`src/design/md5e_pkg.sv`:
```
`default_nettype none
// ----------------------------------------------------------------------------
// md5e_pkg
// Shared types, constants and round tables of the MD5 digest engine.
// ----------------------------------------------------------------------------
package md5e_pkg;

	localparam int WordW      = 32;
	localparam int BufWords   = 16;
	localparam int BlockBytes = 64;
	localparam int PadLimit   = 56;
	localparam int Rounds     = 64;
	localparam int CmdQDepth  = 2;
	localparam int CmdQPtrW   = $clog2(CmdQDepth);

	localparam logic [3:0][WordW-1:0] IvWords = {
		32'h10325476, 32'h98badcfe, 32'hefcdab89, 32'h67452301
	};

	localparam logic [7:0] PadByte = 8'h80;

	typedef struct packed {
		logic [WordW-1:0] data;
		logic [2:0]       nbytes;
		logic             last;
	} cmd_t;

	function automatic logic [4:0] rot_amount(input logic [1:0] phase, input logic [1:0] sel);
		logic [4:0] r;
		r = 5'd7;
		case ({phase, sel})
			4'h0: r = 5'd7;   4'h1: r = 5'd12;  4'h2: r = 5'd17;  4'h3: r = 5'd22;
			4'h4: r = 5'd5;   4'h5: r = 5'd9;   4'h6: r = 5'd14;  4'h7: r = 5'd20;
			4'h8: r = 5'd4;   4'h9: r = 5'd11;  4'ha: r = 5'd16;  4'hb: r = 5'd23;
			4'hc: r = 5'd6;   4'hd: r = 5'd10;  4'he: r = 5'd15;  4'hf: r = 5'd21;
			default: r = 5'd7;
		endcase
		return r;
	endfunction

	function automatic logic [WordW-1:0] round_k(input logic [5:0] i);
		logic [WordW-1:0] k;
		k = 32'h0;
		case (i)
			6'd0:  k = 32'hd76aa478; 6'd1:  k = 32'he8c7b756;
			6'd2:  k = 32'h242070db; 6'd3:  k = 32'hc1bdceee;
			6'd4:  k = 32'hf57c0faf; 6'd5:  k = 32'h4787c62a;
			6'd6:  k = 32'ha8304613; 6'd7:  k = 32'hfd469501;
			6'd8:  k = 32'h698098d8; 6'd9:  k = 32'h8b44f7af;
			6'd10: k = 32'hffff5bb1; 6'd11: k = 32'h895cd7be;
			6'd12: k = 32'h6b901122; 6'd13: k = 32'hfd987193;
			6'd14: k = 32'ha679438e; 6'd15: k = 32'h49b40821;
			6'd16: k = 32'hf61e2562; 6'd17: k = 32'hc040b340;
			6'd18: k = 32'h265e5a51; 6'd19: k = 32'he9b6c7aa;
			6'd20: k = 32'hd62f105d; 6'd21: k = 32'h02441453;
			6'd22: k = 32'hd8a1e681; 6'd23: k = 32'he7d3fbc8;
			6'd24: k = 32'h21e1cde6; 6'd25: k = 32'hc33707d6;
			6'd26: k = 32'hf4d50d87; 6'd27: k = 32'h455a14ed;
			6'd28: k = 32'ha9e3e905; 6'd29: k = 32'hfcefa3f8;
			6'd30: k = 32'h676f02d9; 6'd31: k = 32'h8d2a4c8a;
			6'd32: k = 32'hfffa3942; 6'd33: k = 32'h8771f681;
			6'd34: k = 32'h6d9d6122; 6'd35: k = 32'hfde5380c;
			6'd36: k = 32'ha4beea44; 6'd37: k = 32'h4bdecfa9;
			6'd38: k = 32'hf6bb4b60; 6'd39: k = 32'hbebfbc70;
			6'd40: k = 32'h289b7ec6; 6'd41: k = 32'heaa127fa;
			6'd42: k = 32'hd4ef3085; 6'd43: k = 32'h04881d05;
			6'd44: k = 32'hd9d4d039; 6'd45: k = 32'he6db99e5;
			6'd46: k = 32'h1fa27cf8; 6'd47: k = 32'hc4ac5665;
			6'd48: k = 32'hf4292244; 6'd49: k = 32'h432aff97;
			6'd50: k = 32'hab9423a7; 6'd51: k = 32'hfc93a039;
			6'd52: k = 32'h655b59c3; 6'd53: k = 32'h8f0ccc92;
			6'd54: k = 32'hffeff47d; 6'd55: k = 32'h85845dd1;
			6'd56: k = 32'h6fa87e4f; 6'd57: k = 32'hfe2ce6e0;
			6'd58: k = 32'ha3014314; 6'd59: k = 32'h4e0811a1;
			6'd60: k = 32'hf7537e82; 6'd61: k = 32'hbd3af235;
			6'd62: k = 32'h2ad7d2bb; 6'd63: k = 32'heb86d391;
			default: k = 32'h0;
		endcase
		return k;
	endfunction

endpackage
`default_nettype wire

```
`src/design/md5e_cmdq.sv`:
```
`default_nettype none
// ----------------------------------------------------------------------------
// md5e_cmdq
// Short command queue between the input side and the hash core.
// ----------------------------------------------------------------------------
module md5e_cmdq (
	input  wire logic           clk,
	input  wire logic           arst_n,
	input  wire logic           push,
	input  wire md5e_pkg::cmd_t din,
	output logic                full,
	input  wire logic           pop,
	output md5e_pkg::cmd_t      dout,
	output logic                empty
);

	md5e_pkg::cmd_t                 mem_q [md5e_pkg::CmdQDepth];
	logic [md5e_pkg::CmdQPtrW-1:0]  wr_ptr_q;
	logic [md5e_pkg::CmdQPtrW-1:0]  rd_ptr_q;
	logic [md5e_pkg::CmdQPtrW:0]    cnt_q;
	logic                           do_push;
	logic                           do_pop;

	assign full    = (cnt_q == (md5e_pkg::CmdQPtrW+1)'(md5e_pkg::CmdQDepth));
	assign empty   = (cnt_q == '0);
	assign do_push = push && !full;
	assign do_pop  = pop && !empty;
	assign dout    = mem_q[rd_ptr_q];

	always_ff @(posedge clk) begin
		if (do_push) begin
			mem_q[wr_ptr_q] <= din;
		end
	end

	always_ff @(posedge clk or negedge arst_n) begin
		if (!arst_n) begin
			wr_ptr_q <= '0;
			rd_ptr_q <= '0;
			cnt_q    <= '0;
		end else begin
			if (do_push) begin
				wr_ptr_q <= (wr_ptr_q == (md5e_pkg::CmdQPtrW)'(md5e_pkg::CmdQDepth - 1))
					? '0 : wr_ptr_q + 1'b1;
			end
			if (do_pop) begin
				rd_ptr_q <= (rd_ptr_q == (md5e_pkg::CmdQPtrW)'(md5e_pkg::CmdQDepth - 1))
					? '0 : rd_ptr_q + 1'b1;
			end
			if (do_push && !do_pop) begin
				cnt_q <= cnt_q + 1'b1;
			end else if (do_pop && !do_push) begin
				cnt_q <= cnt_q - 1'b1;
			end
		end
	end

endmodule
`default_nettype wire

```
`config.mk`:
```
export PLATFORM = sky130hd
export DESIGN_NAME = md5e_cmdq
export DESIGN_NICKNAME = d
export VERILOG_FILES = /design/src/design/md5e_pkg.sv /design/src/design/md5e_cmdq.sv
export SDC_FILE = /design/constraint.sdc
export NUM_CORES = 1
export LEC_CHECK = 0
export ABC_CLOCK_PERIOD_IN_PS = 6300
export BUFFER_PORTS_ARGS = -buffer_cell sky130_fd_sc_hd__buf_2
export CAP_MARGIN = 15
export CORE_ASPECT_RATIO = 2
export CORE_MARGIN = 2
export CORE_UTILIZATION = 55
export DETAILED_ROUTE_END_ITERATION = 7
export PLACE_DENSITY = 0.9
export SLEW_MARGIN = 40
export SYNTH_ARGS = -nofsm -noshare
export SYNTH_HDL_FRONTEND = slang
export SYNTH_SLANG_ARGS = --single-unit
```
`constraint.sdc`:
```
create_clock -name clk -period 6.3 [get_ports clk]
set_clock_uncertainty 0.1 [all_clocks]
set_input_delay 0 -clock clk [delete_from_list [all_inputs] [get_ports clk]]
set_output_delay 0 -clock clk [all_outputs]
set_load 0.01 [all_outputs]
```
==> impl_metrics.py <==
metrics = {
    "status": {
        "status": "finished, final reports clean",
    },
    "power": {
        "p_per_area_mw_per_mm2": 431,
        "netSwitchingFraction": 0.277,
        "p_leak_nw": 1.64,
        "p_sw_w": 0.000481,
        "p_int_w": 0.00125,
        "seqPwrFrac": 0.455,
        "p_clk_frac": 0.247,
        "ir_drop_mv": 0.392,
        "p_comb_frac": 0.298,
    },
    "place": {
        "placedCellCount": 264,
        "finalWeightedCongestion": 0.714,
        "dp_hpwl_um": 2990,
        "portBuffers": 77,
    },
    "global_route": {
        "top_usage_layer": "met2",
        "grt_max_degree": 38,
        "grt_pass1_wl_um": 7330,
        "use_met1": 0.176,
        "antenna_found_initial": 0,
        "overflow": 0,
        "use_met3": 0.0397,
        "grt_use_met2": 0.310,
        "grt_pass1_vias": 1572,
        "grt_use_total": 0.169,
    },
    "die": {
        "core_region_area_mm2": 0.00514,
        "num_rows": 37,
        "die_w_um": 55.7,
        "die_h_um": 107,
        "dieArea_mm2": 0.00599,
        "initial_core_util": 0.573,
        "ios": 78,
    },
    "yosys": {
        "yosys_warnings": 0,
        "ys_seq_area_frac": 0.768,
        "ys_ff_latch": 76,
        "synth.top_cell.area_share": 0.734,
        "avgSynthCellArea_um2": 22.5,
        "synth_top_area_cell": "edfxtp_1",
        "synthDistinctLibCells": 15,
        "ys.flop_type": "edfxtp_1",
        "synth.top_cells.by_count": "72 x edfxtp_1, 29 x mux2_4, 7 x mux2_2",
        "synth_edf_count": 72,
        "synth_nets": 172,
        "synthCells": 131,
        "synth_most_common_cell": "edfxtp_1",
        "syn_area_mm2": 0.00294,
        "async_flop_share": 0.0526,
        "netlist_top_cells_area": "edfxtp_1 73%, mux2_4 15%, dfrtp_1 3.4%, mux2_2 2.7%, buf_12 2.0%",
    },
    "critical_path": {
        "critPathKind": "register to primary output",
        "startpoint_type": "register",
        "worst_ep_arrival_time_ps": 1750,
        "endpoint_kind": "primary output",
        "cp_max_fo": 37,
        "cp.required_ps": 6200,
    },
    "clock_tree": {
        "cts.sinks": 76,
        "cts_hold_buf": 40,
        "cts-buffers-inserted": 9,
        "cts_setup_buffers": 0,
        "cts.repair.resized": 0,
        "cts_root_buf": "clkbuf_8",
        "cts_buffer_depth": 2,
        "clk_latency_ps": 330,
        "clkTransAtPathRegs_ps": 80,
        "htree_levels": 3,
        "cts_tree": "yes",
    },
    "finish": {
        "fillers": 260,
        "nets": 298,
        "finish.utilization": 0.782,
        "areaGrowthSynthToFinish_pct": 36.5,
        "drive_above_1_share": 0.508,
        "layout.cells.non_filler": 320,
        "diodes": 0,
    },
    "job": {
        "max_cap_violations": 0,
    },
    "sta": {
        "tns_ps": 0,
        "drv_slew": 0,
        "finalCritPeriodShare": 0.293,
        "hold_violations": 0,
        "finalSetupViolations": 0,
        "slew_headroom": 0.581,
        "worst_pin_slew_ps": 629,
        "fmax_ghz": 0.542,
        "rsz0062_at_grt": "no",
        "period_minus_slack_ps": 1850,
    },
    "detailed_routing": {
        "drt_iter0_drc": 31,
        "wl_per_cell_um": 15.1,
        "wl_um": 4830,
        "first_pass_iters": 4,
        "drc_errors": 0,
        "via_per_inst": 4.79,
        "vias": 1534,
        "final_antenna_net_count": 0,
    },
    "min_path": {
        "min_path_type": "input port to register",
    },
}
-- worst max-delay path, cell delays in order, from the launching register on --
cell and delay (ps):
dfrtp_4 850, mux2_2 410, buf_2 140
-- final cells by class --
| type | count | area (µm²) | share of cell area |
|---|---|---|---|
| Multi-Input combinational cell | 49 | 616 | 0.153 |
| Clock buffer | 10 | 128 | 0.0318 |
| Clock inverter | 6 | 113 | 0.0280 |
| Inverter | 2 | 7.51 | 0.00187 |
| Sequential cell | 76 | 2270 | 0.564 |
| Tap cell | 58 | 72.6 | 0.0181 |
| Timing Repair Buffer | 119 | 816 | 0.203 |
-- flip-flops by register name (all words and copies together) (netlist names) --
| signal | cells |
|---|---|
| mem_q | 72 |
| cnt_q | 2 |
| rd_ptr_q | 1 |
| wr_ptr_q | 1 |
-- cell usage in the layout (no fill, tap or decap) --
cell,netlist,routed
ha_1,1,1
inv_1,2,2
clkbuf_8,0,9
buf_2,0,77
buf_8,0,2
dlygate4sd3_1,0,40
nor2_4,0,1
xor2_1,2,2
nand2b_1,1,1
dfrtp_4,0,1
o21ai_1,1,1
nor2_1,3,2
mux2_4,29,29
and3_4,0,1
clkinv_2,0,1
clkbuf_1,0,1
edfxtp_1,72,72
xnor2_1,3,3
mux2_2,7,7
nand2_1,1,1
clkinv_4,0,2
dfrtp_1,4,3
bufinv_16,0,3
-- through the flow --
step / power, W / hold WS (ps) / setup slack, ps / instance area, µm²
final: 0.00173 / 281 / 4450 / 4020
after global routing: 0.00181 / 261 / 4380 / 4020
after CTS: 0.00174 / 259 / 4420 / 4010
after detailed placement: 0.00130 / -289 / 4470 / 3370
after global placement: 0.00128 / -293 / 4340 / 3340
after floorplan: 0.00116 / -396 / 3600 / 2940
-- logic make-up after synthesis --
logic type | Yosys count | synth area share
AO/OA/AOI/OAI | 1 | 0.00170
XOR/XNOR | 5 | 0.0149
adder cells (fa/ha/maj) | 1 | 0.00425
buffers and inverters | 6 | 0.0268
flip-flops | 76 | 0.768
multiplexers | 36 | 0.175
AND/OR/NAND/NOR | 6 | 0.00935
-- final timing paths --
| check | startpoint | to | slack [ps] | cells after the start |
|---|---|---|---|---|
| worst min-delay path | din[18] | mem_q[1][18] | 280 | 2 |
| min in group asynchronous | arst_n | cnt_q[1] | 480 | 3 |
| worst min register to register | cnt_q[1] | cnt_q[1] | 450 | 1 |
| worst max register to register | cnt_q[0] | cnt_q[1] | 4520 | 7 |
| max in group asynchronous | arst_n | rd_ptr_q | 5420 | 3 |
| worst max-delay path | rd_ptr_q | dout[20] | 4450 | 2 |
-- metal layers --
layer / vias up / share of wire / wire, µm
met5: - / 0 / 0
met4: 0 / 0.025 / 120
met3: 8 / 0.042 / 205
met2: 46 / 0.56 / 2700
met1: 721 / 0.37 / 1800
li1: 759 / - / -
-- power by group through the flow --
stage	logic [W]	registers [W]	clock network (W)
5_1_grt	0.000554	0.000805	0.000455
2_1_floorplan	0.000423	0.000734	0
6_report	0.000517	0.000789	0.000428
4_1_cts	0.000516	0.000791	0.000437
3_3_place_gp	0.000482	0.000794	0
3_5_place_dp	0.000495	0.000802	0
No activity file was read; power rests on OpenSTA's default activity.
